**config.mk**
```make
export PLATFORM = sky130hd
export DESIGN_NAME = head_tail_frame_parser_unit
export DESIGN_NICKNAME = d
export VERILOG_FILES = /design/src/htfp_pkg.sv /design/src/head_tail_frame_parser_unit.sv /design/src/htfp_cell.sv /design/src/htfp_window.sv /design/src/htfp_stats.sv
export SDC_FILE = /design/constraint.sdc
export NUM_CORES = 1
export LEC_CHECK = 0
export BUFFER_PORTS_ARGS = -buffer_cell sky130_fd_sc_hd__buf_4
export CORE_ASPECT_RATIO = 2
export CORE_MARGIN = 2
export CORE_UTILIZATION = 53
export DETAILED_ROUTE_END_ITERATION = 6
export GPL_ROUTABILITY_DRIVEN = 0
export PLACE_DENSITY = 0.76
export SYNTH_ARGS = -nofsm -noshare
export SYNTH_HDL_FRONTEND = slang
export SYNTH_HIERARCHICAL = 1
export SYNTH_SLANG_ARGS = --single-unit
```
**constraint.sdc**
```tcl
create_clock -name clk -period 12.56 [get_ports clk]
set_input_delay 0.628 -clock clk [delete_from_list [all_inputs] [get_ports clk]]
set_output_delay 0.628 -clock clk [all_outputs]
set_load 0.02 [all_outputs]
```
**src/htfp_pkg.sv**
```systemverilog
// shared types and constants for the head/tail frame parser
package htfp_pkg;

  localparam int FRAME_BYTES         = 22;
  localparam int FILL_BITS           = $clog2(FRAME_BYTES + 1);
  localparam int COUNT_BITS_DEFAULT  = 32;
  localparam int OUT_BITS            = 32;

  // byte offsets of the payload words inside a frame
  localparam int OFS_PITCH      = 1;
  localparam int OFS_YAW        = 5;
  localparam int OFS_PITCH_RATE = 9;
  localparam int OFS_YAW_RATE   = 13;
  localparam int OFS_STAMP      = 17;

  // configuration register indexes
  localparam logic REG_HEAD = 1'b0;
  localparam logic REG_TAIL = 1'b1;

  // item kinds
  localparam logic KIND_DATA  = 1'b0;
  localparam logic KIND_CLEAR = 1'b1;

  typedef logic [FRAME_BYTES-1:0][7:0] window_t;

  typedef struct packed {
    logic       kind;
    logic [7:0] rx_byte;
  } in_item_t;

  typedef struct packed {
    logic        frame_valid;
    logic [31:0] pitch_bits;
    logic [31:0] yaw_bits;
    logic [31:0] pitch_rate_bits;
    logic [31:0] yaw_rate_bits;
    logic [31:0] stamp;
    logic [31:0] bytes_seen;
    logic [31:0] bytes_dropped;
    logic [31:0] frames_bad;
  } out_item_t;

  typedef struct packed {
    logic load;
    logic rotate;
  } win_ctrl_t;

  typedef struct packed {
    logic head_front;
    logic tail_end;
  } win_stat_t;

  typedef struct packed {
    logic                 clear;
    logic                 inc_total;
    logic                 inc_bad;
    logic                 add_drop;
    logic [FILL_BITS-1:0] drop_amt;
  } stat_ctrl_t;

  typedef enum logic [1:0] {
    S_IDLE,
    S_EVAL,
    S_SCAN,
    S_RESULT
  } state_t;

endpackage

```
**src/head_tail_frame_parser_unit.sv**
```systemverilog
// Head/tail byte frame synchronizer for fixed 22-byte frames.
// Input channel (in_valid/in_ready/in_data): one item per transfer, either a
// received byte or a request to clear the statistics counters.
// Output channel (out_valid/out_ready/out_data): exactly one result per
// input item, carrying the frame words when a good frame completed and the
// three saturating counters after that item.
// Config port (cfg_we/cfg_index/cfg_data): head byte at index 0, tail byte at
// index 1; write only while the block is idle.
// Steps: a clear item goes straight to the result state; a byte that does
// not fill the window passes through the evaluate state to the result; a full
// window that holds a good frame does the same, and one that does not runs
// a head search in the scan state before the result. The window sits in a row
// of byte cells that rotates left one cell per cycle during the search.
// One item is worked on at a time; in_ready is high only while idle.
// The result sits in an output register, so the next item is taken while
// a result waits; a stalled receiver holds back only the following result.
// Reset empties the window, clears the counters and loads head 0xA5 and
// tail 0x5A. Window contents are not cleared.
module head_tail_frame_parser_unit #(
  parameter int COUNT_BITS = htfp_pkg::COUNT_BITS_DEFAULT
) (
  input  logic                clk,
  input  logic                rst,
  input  logic                in_valid,
  output logic                in_ready,
  input  htfp_pkg::in_item_t  in_data,
  output logic                out_valid,
  input  logic                out_ready,
  output htfp_pkg::out_item_t out_data,
  input  logic                cfg_we,
  input  logic                cfg_index,
  input  logic [7:0]          cfg_data
);
  import htfp_pkg::*;

  localparam logic [FILL_BITS-1:0] FULL = FILL_BITS'(FRAME_BYTES);

  state_t               state, state_next;
  logic [FILL_BITS-1:0] fill, fill_next;
  logic [FILL_BITS-1:0] scan_cnt, scan_cnt_next;
  logic                 bad_mode, bad_mode_next;
  logic                 frame_hit, frame_hit_next;
  logic [7:0]           head_byte, tail_byte;
  logic                 out_load;
  logic                 in_fire;

  win_ctrl_t  win_ctrl;
  win_stat_t  win_stat;
  window_t    win_bytes;
  stat_ctrl_t stat_ctrl;

  logic [31:0] bytes_seen, bytes_dropped, frames_bad;

  function automatic logic [31:0] le_word(window_t w, int at);
    return {w[at+3], w[at+2], w[at+1], w[at]};
  endfunction

  assign in_ready = (state == S_IDLE);
  assign in_fire  = in_valid && in_ready;

  // configuration registers
  always_ff @(posedge clk) begin
    if (rst) begin
      head_byte <= 8'd165;
      tail_byte <= 8'd90;
    end else if (cfg_we) begin
      unique case (cfg_index)
        REG_HEAD: head_byte <= cfg_data;
        REG_TAIL: tail_byte <= cfg_data;
        default: ;
      endcase
    end
  end

  // next state
  always_comb begin
    state_next = state;
    unique case (state)
      S_IDLE: begin
        if (in_fire) begin
          state_next = (in_data.kind == KIND_CLEAR) ? S_RESULT : S_EVAL;
        end
      end
      S_EVAL: begin
        if (fill != FULL || (win_stat.head_front && win_stat.tail_end)) begin
          state_next = S_RESULT;
        end else begin
          state_next = S_SCAN;
        end
      end
      S_SCAN: begin
        if (scan_cnt == FULL || (win_stat.head_front && scan_cnt != '0)) begin
          state_next = S_RESULT;
        end
      end
      S_RESULT: begin
        if (!out_valid || out_ready) begin
          state_next = S_IDLE;
        end
      end
      default: state_next = S_IDLE;
    endcase
  end

  // datapath controls
  always_comb begin
    win_ctrl       = '0;
    stat_ctrl      = '0;
    fill_next      = fill;
    scan_cnt_next  = scan_cnt;
    bad_mode_next  = bad_mode;
    frame_hit_next = frame_hit;
    out_load       = 1'b0;
    unique case (state)
      S_IDLE: begin
        frame_hit_next = 1'b0;
        if (in_fire) begin
          if (in_data.kind == KIND_CLEAR) begin
            stat_ctrl.clear = 1'b1;
          end else begin
            win_ctrl.load       = 1'b1;
            stat_ctrl.inc_total = 1'b1;
            fill_next           = fill + 1'b1;
          end
        end
      end
      S_EVAL: begin
        scan_cnt_next = '0;
        if (fill == FULL) begin
          if (win_stat.head_front && win_stat.tail_end) begin
            frame_hit_next = 1'b1;
            fill_next      = '0;
          end else begin
            // head at the front with a wrong tail: bad frame, search past it
            bad_mode_next     = win_stat.head_front;
            stat_ctrl.inc_bad = win_stat.head_front;
          end
        end
      end
      S_SCAN: begin
        if (scan_cnt == FULL) begin
          // full turn without a head
          stat_ctrl.add_drop = 1'b1;
          if (bad_mode) begin
            stat_ctrl.drop_amt = FULL;
            fill_next          = '0;
          end else begin
            // one more turn puts the oldest byte past the end
            win_ctrl.rotate    = 1'b1;
            stat_ctrl.drop_amt = FILL_BITS'(1);
            fill_next          = FULL - 1'b1;
          end
        end else if (win_stat.head_front && scan_cnt != '0) begin
          // skipped bytes now sit behind the fill point
          stat_ctrl.add_drop = 1'b1;
          stat_ctrl.drop_amt = scan_cnt;
          fill_next          = FULL - scan_cnt;
        end else begin
          win_ctrl.rotate = 1'b1;
          scan_cnt_next   = scan_cnt + 1'b1;
        end
      end
      S_RESULT: begin
        out_load = !out_valid || out_ready;
      end
      default: ;
    endcase
  end

  always_ff @(posedge clk) begin
    if (rst) begin
      state     <= S_IDLE;
      fill      <= '0;
      scan_cnt  <= '0;
      bad_mode  <= 1'b0;
      frame_hit <= 1'b0;
      out_valid <= 1'b0;
    end else begin
      state     <= state_next;
      fill      <= fill_next;
      scan_cnt  <= scan_cnt_next;
      bad_mode  <= bad_mode_next;
      frame_hit <= frame_hit_next;
      if (out_load) begin
        out_valid <= 1'b1;
      end else if (out_ready) begin
        out_valid <= 1'b0;
      end
    end
  end

  always_ff @(posedge clk) begin
    if (out_load) begin
      out_data.frame_valid     <= frame_hit;
      out_data.pitch_bits      <= frame_hit ? le_word(win_bytes, OFS_PITCH) : '0;
      out_data.yaw_bits        <= frame_hit ? le_word(win_bytes, OFS_YAW) : '0;
      out_data.pitch_rate_bits <= frame_hit ? le_word(win_bytes, OFS_PITCH_RATE) : '0;
      out_data.yaw_rate_bits   <= frame_hit ? le_word(win_bytes, OFS_YAW_RATE) : '0;
      out_data.stamp           <= frame_hit ? le_word(win_bytes, OFS_STAMP) : '0;
      out_data.bytes_seen      <= bytes_seen;
      out_data.bytes_dropped   <= bytes_dropped;
      out_data.frames_bad      <= frames_bad;
    end
  end

  htfp_window u_window (
    .clk       (clk),
    .ctrl      (win_ctrl),
    .fill      (fill),
    .rx_byte   (in_data.rx_byte),
    .head_byte (head_byte),
    .tail_byte (tail_byte),
    .stat      (win_stat),
    .bytes     (win_bytes)
  );

  htfp_stats #(
    .COUNT_BITS (COUNT_BITS)
  ) u_stats (
    .clk           (clk),
    .rst           (rst),
    .ctrl          (stat_ctrl),
    .bytes_seen    (bytes_seen),
    .bytes_dropped (bytes_dropped),
    .frames_bad    (frames_bad)
  );

`ifndef ASSERT_OFF
  a_fill_bound: assert property (@(posedge clk) disable iff (rst)
    fill <= FULL)
    else $error("window fill beyond frame length");

  a_idle_not_full: assert property (@(posedge clk) disable iff (rst)
    state == S_IDLE |-> fill != FULL)
    else $error("window full while waiting for a byte");

  a_scan_bound: assert property (@(posedge clk) disable iff (rst)
    state == S_SCAN |-> scan_cnt <= FULL)
    else $error("head search ran past a full turn");

  a_accept_next: assert property (@(posedge clk) disable iff (rst)
    in_fire |=> state == S_EVAL || state == S_RESULT)
    else $error("accepted item not taken up");

  a_result_out: assert property (@(posedge clk) disable iff (rst)
    out_load |=> out_valid)
    else $error("result register not loaded");
`endif

endmodule

```
**src/htfp_cell.sv**
```systemverilog
// one byte cell of the window row: parallel load or take the neighbor's byte
module htfp_cell (
  input  logic       clk,
  input  logic       load,
  input  logic       shift,
  input  logic [7:0] load_byte,
  input  logic [7:0] shift_byte,
  output logic [7:0] q
);

  always_ff @(posedge clk) begin
    if (load) begin
      q <= load_byte;
    end else if (shift) begin
      q <= shift_byte;
    end
  end

endmodule

```
**src/htfp_window.sv**
```systemverilog
// row of byte cells holding the receive window, rotating left one cell per cycle while rotate is set
module htfp_window (
  input  logic                      clk,
  input  htfp_pkg::win_ctrl_t       ctrl,
  input  logic [htfp_pkg::FILL_BITS-1:0] fill,
  input  logic [7:0]                rx_byte,
  input  logic [7:0]                head_byte,
  input  logic [7:0]                tail_byte,
  output htfp_pkg::win_stat_t       stat,
  output htfp_pkg::window_t         bytes
);
  import htfp_pkg::*;

  logic [7:0] cell_q [FRAME_BYTES];

  for (genvar i = 0; i < FRAME_BYTES; i++) begin : g_cell
    localparam int NEXT = (i + 1) % FRAME_BYTES;
    logic load_here;

    // new byte goes into the first free cell
    assign load_here = ctrl.load && (fill == FILL_BITS'(i));

    htfp_cell u_cell (
      .clk        (clk),
      .load       (load_here),
      .shift      (ctrl.rotate),
      .load_byte  (rx_byte),
      .shift_byte (cell_q[NEXT]),
      .q          (cell_q[i])
    );

    assign bytes[i] = cell_q[i];
  end

  assign stat.head_front = (cell_q[0] == head_byte);
  assign stat.tail_end   = (cell_q[FRAME_BYTES-1] == tail_byte);

endmodule

```
**src/htfp_stats.sv**
```systemverilog
// saturating statistics counters: bytes seen, bytes dropped, bad frames
module htfp_stats #(
  parameter int COUNT_BITS = htfp_pkg::COUNT_BITS_DEFAULT
) (
  input  logic                 clk,
  input  logic                 rst,
  input  htfp_pkg::stat_ctrl_t ctrl,
  output logic [31:0]          bytes_seen,
  output logic [31:0]          bytes_dropped,
  output logic [31:0]          frames_bad
);
  import htfp_pkg::*;

  localparam logic [COUNT_BITS-1:0] CMAX = '1;
  localparam logic [COUNT_BITS:0]   ONE  = {{COUNT_BITS{1'b0}}, 1'b1};

  logic [COUNT_BITS-1:0] total_count, drop_count, bad_count;
  logic [COUNT_BITS-1:0] total_count_next, drop_count_next, bad_count_next;
  logic [COUNT_BITS:0]   total_sum, drop_sum, bad_sum;

  assign total_sum = {1'b0, total_count} + ONE;
  assign bad_sum   = {1'b0, bad_count} + ONE;
  assign drop_sum  = {1'b0, drop_count}
                   + {{(COUNT_BITS + 1 - FILL_BITS){1'b0}}, ctrl.drop_amt};

  always_comb begin
    total_count_next = total_count;
    drop_count_next  = drop_count;
    bad_count_next   = bad_count;
    if (ctrl.clear) begin
      total_count_next = '0;
      drop_count_next  = '0;
      bad_count_next   = '0;
    end else begin
      // carry out of the top bit means saturate
      if (ctrl.inc_total) begin
        total_count_next = total_sum[COUNT_BITS] ? CMAX : total_sum[COUNT_BITS-1:0];
      end
      if (ctrl.inc_bad) begin
        bad_count_next = bad_sum[COUNT_BITS] ? CMAX : bad_sum[COUNT_BITS-1:0];
      end
      if (ctrl.add_drop) begin
        drop_count_next = drop_sum[COUNT_BITS] ? CMAX : drop_sum[COUNT_BITS-1:0];
      end
    end
  end

  always_ff @(posedge clk) begin
    if (rst) begin
      total_count <= '0;
      drop_count  <= '0;
      bad_count   <= '0;
    end else begin
      total_count <= total_count_next;
      drop_count  <= drop_count_next;
      bad_count   <= bad_count_next;
    end
  end

  assign bytes_seen    = OUT_BITS'(total_count);
  assign bytes_dropped = OUT_BITS'(drop_count);
  assign frames_bad    = OUT_BITS'(bad_count);

endmodule
```
==> impl_metrics.py <==
metrics = {
    "min_path": {
        "hold_class": "in -> reg",
        "worstHoldEndpoint": "head_byte[7]$_SDFFE_PP1P_",
        "hold_depth": 3,
        "worstHoldStart": "cfg_data[7]",
    },
    "final_layout": {
        "final_cells": 2514,
        "nets": 1958,
        "fillers": 3322,
        "num_antenna_cells": 0,
        "post-route-util_pct": 62.19,
        "syn_to_final_growth_pct": 16.52,
        "drive_gt1_share_pct": 29.43,
        "final_cell_area_mm2": 0.02790,
    },
    "power": {
        "ir_drop_v": 0.0001335,
        "p_per_area_mw_per_mm2": 180.6,
        "p_leak_nw": 10.29,
    },
    "drt": {
        "drt_pass1_iterations": 6,
        "routed_wl_um": 55380,
        "drt_iter0_drc": 828,
        "via_per_inst": 5.760,
        "drcViolationCount": 0,
        "detail-route-antenna-nets": 0,
        "wire_per_inst_um": 22.03,
        "vias": 14480,
    },
    "sta": {
        "maxSlewViolCount": 0,
        "worst_slew_margin_rel_pct": 15.42,
        "period_needed_ps": 4188,
        "grt_setup_unrepaired": "no",
        "finClkSkew_ps": 28.25,
        "fmax_mhz": 238.8,
        "hold_ws_ps": 303.0,
        "setup_viol": 0,
        "timing.final.crit_share_pct": 33.34,
        "tns_ps": 0,
        "max_slew.worst_pin.slew_ps": 1269,
        "timing_hold_violations_final": 0,
    },
    "cts": {
        "numCtsBuffers": 47,
        "cts_htree_levels": 2,
        "clockBufferDepth": 3,
        "cts_sinks": 560,
        "root_buffer": "clkbuf_16",
        "insertion_delay_ps": 570,
        "cts_hold_buf": 0,
        "post_cts_buffers": 0,
        "clk_pin_slew_ps": 70,
        "cts_tree": "yes",
        "ctsResizeCount": 0,
    },
    "logic_synthesis": {
        "syn_avg_cell_area_um2": 14.44,
        "syn_area_mm2": 0.02395,
        "syn-num-nets": 1700,
        "yosys_register_bits": 560,
        "netlist_instances": 1659,
        "synth_ff_type": "edfxtp_1",
        "seq_area_frac_synth_pct": 64.91,
        "synthDistinctLibCells": 68,
        "async_flop_share_pct": 0,
        "synth_edf_count": 433,
        "yosysWarningCount": 6,
    },
    "grt": {
        "grt_max_degree": 194,
        "grt_pass1_vias": 14980,
        "grt_overflow": 0,
        "antenna_found_initial": 0,
        "grt_pass1_wl_um": 84940,
        "track_usage_pct": 23.15,
    },
    "critical_path": {
        "worstRegToRegCells": 12,
        "crit_path_start": "u_window/g_cell[0].u_cell/q[4]$_DFFE_PP_",
        "cp.arrival_ps": 4650,
        "worstPathRequired_ps": 13020,
        "critPathKind": "reg -> reg",
        "crit_path_end_kind": "flop",
        "regToRegEndpoint": "u_stats/bytes_dropped[22]$_SDFFE_PP0P_",
        "rrSetupSlack_ps": 8370,
        "cp_max_fo": 11,
        "startpoint_type": "flop",
        "r2r-start": "u_window/g_cell[0].u_cell/q[4]$_DFFE_PP_",
    },
    "run_status": {
        "status": "finished clean",
    },
    "placed_design": {
        "hpwl_um": 38960,
        "post_dp_cell_area_mm2": 0.02636,
        "numPortBuffers": 281,
        "place_inst": 2428,
    },
    "die": {
        "ios": 282,
        "chipHeight_um": 304.6,
        "coreArea_mm2": 0.04487,
        "die_x_um": 154.3,
        "start_util_pct": 53.37,
        "dieArea_mm2": 0.04700,
        "std_cell_rows": 110,
    },
    "flow_run": {
        "drv_cap": 0,
    },
}
cells in the mapped netlist (25+ instances only):
| master | instances | share of area (%) |
|---|---|---|
| a21oi_1 | 91 | 1.9 |
| and2_1 | 170 | 4.4 |
| buf_6 | 27 | 1.3 |
| clkbuf_1 | 53 | 0.83 |
| dfxtp_1 | 127 | 11 |
| edfxtp_1 | 433 | 54 |
| mux2_4 | 176 | 11 |
| nand2_1 | 65 | 1.0 |
| nand3_1 | 50 | 1.0 |
| nand4_1 | 45 | 1.2 |
| nor2_1 | 63 | 0.99 |
| nor3_1 | 26 | 0.54 |
| o21ai_0 | 25 | 0.52 |
| xnor2_1 | 45 | 1.6 |
| xor2_1 | 39 | 1.4 |
routing by layer:
layer / wire (um) / GRT usage, % / part of all wire (%)
met5: 0 / 0 / 0
met4: 1947 / 8.678 / 3.5
met3: 3067 / 3.811 / 5.5
met2: 30650 / 44.98 / 55
met1: 19720 / 24.67 / 36
registers in the layout, indices dropped and copies added (netlist names):
register and count:
fill 5, u_window/g_cell.u_cell/q 176, u_stats/frames_bad 32, tail_byte 8
state 2, out_data 257, out_valid 1, bad_mode 1
u_stats/bytes_dropped 32, frame_hit 1, scan_cnt 5, u_stats/bytes_seen 32
head_byte 8
worst max-delay path, stage by stage, from the launching register on:
cell      delay [ps]
edfxtp_1         400
xnor2_1          180
nand4_1          160
nor2_1           720
o211ai_1         320
nor2_1           180
ha_1             200
fa_1             230
a21oi_1           80
o22ai_1          560
nand3_1          390
or3_1            460
a31oi_1          200
cells by family after synthesis:
| family | share of synthesized area [%] |
|---|---|
| simple gates | 12.93 |
| buf+inv | 2.482 |
| mux | 11.29 |
| fa+ha+maj | 0.9718 |
| flops | 64.91 |
| xor+xnor | 3.072 |
| compound gates | 4.347 |
per-stage QoR:
stage / worst slack [ps] / power [mW]
floorplan: 4692 / 3.234
global placement: 8679 / 3.567
detailed placement: 8436 / 3.602
CTS: 8385 / 5.071
global route: 7990 / 5.215
finish: 8372 / 5.038
worst max path at each step:
stage               slack (ps)                                     end  cells past startpoint
floorplan                 4690                   out_data[0]$_DFFE_PP_                      2
global placement          8680  u_stats/bytes_dropped[22]$_SDFFE_PP0P_                     12
detailed placement        8440  u_stats/bytes_dropped[22]$_SDFFE_PP0P_                     12
CTS                       8390  u_stats/bytes_dropped[22]$_SDFFE_PP0P_                     12
global route              7990  u_stats/bytes_dropped[22]$_SDFFE_PP0P_                     12
finish                    8370  u_stats/bytes_dropped[22]$_SDFFE_PP0P_                     12
placed cells by master (no fill, tap or decap), types with 7 or more instances in the layout:
master     count
nand2_1       65
clkbuf_16     47
xor2_1        39
buf_4        293
nand3_1       50
or2_1         22
edfxtp_1     433
nand4_1       45
dfxtp_1      126
nor2_1        63
xnor2_1       45
o21ai_0       25
nor4_1         7
ha_1          17
and4_1        16
and2_1       170
nor2b_1        8
a21oi_1       91
inv_1         17
mux2_4       176
clkinv_2      14
a31oi_1       17
nor3_1        26
and3_1        24
area by class of cell:
class	count	area, um2	area share [%]
tap	560	700.7	2.511
timing repair buffer	294	2220	7.955
clock inverter	33	326.6	1.170
inverter	17	63.81	0.2287
multi-input combinational	997	7825	28.04
sequential	560	15550	55.72
clock buffer	53	1219	4.368
report_power, final:
group | leakage (nW) | internal [mW] | switching (mW)
logic | 4.45 | 0.434 | 0.519
clock network | 0.768 | 0.808 | 0.660
registers | 5.07 | 2.42 | 0.197
Power figures use the tool's default switching activity.
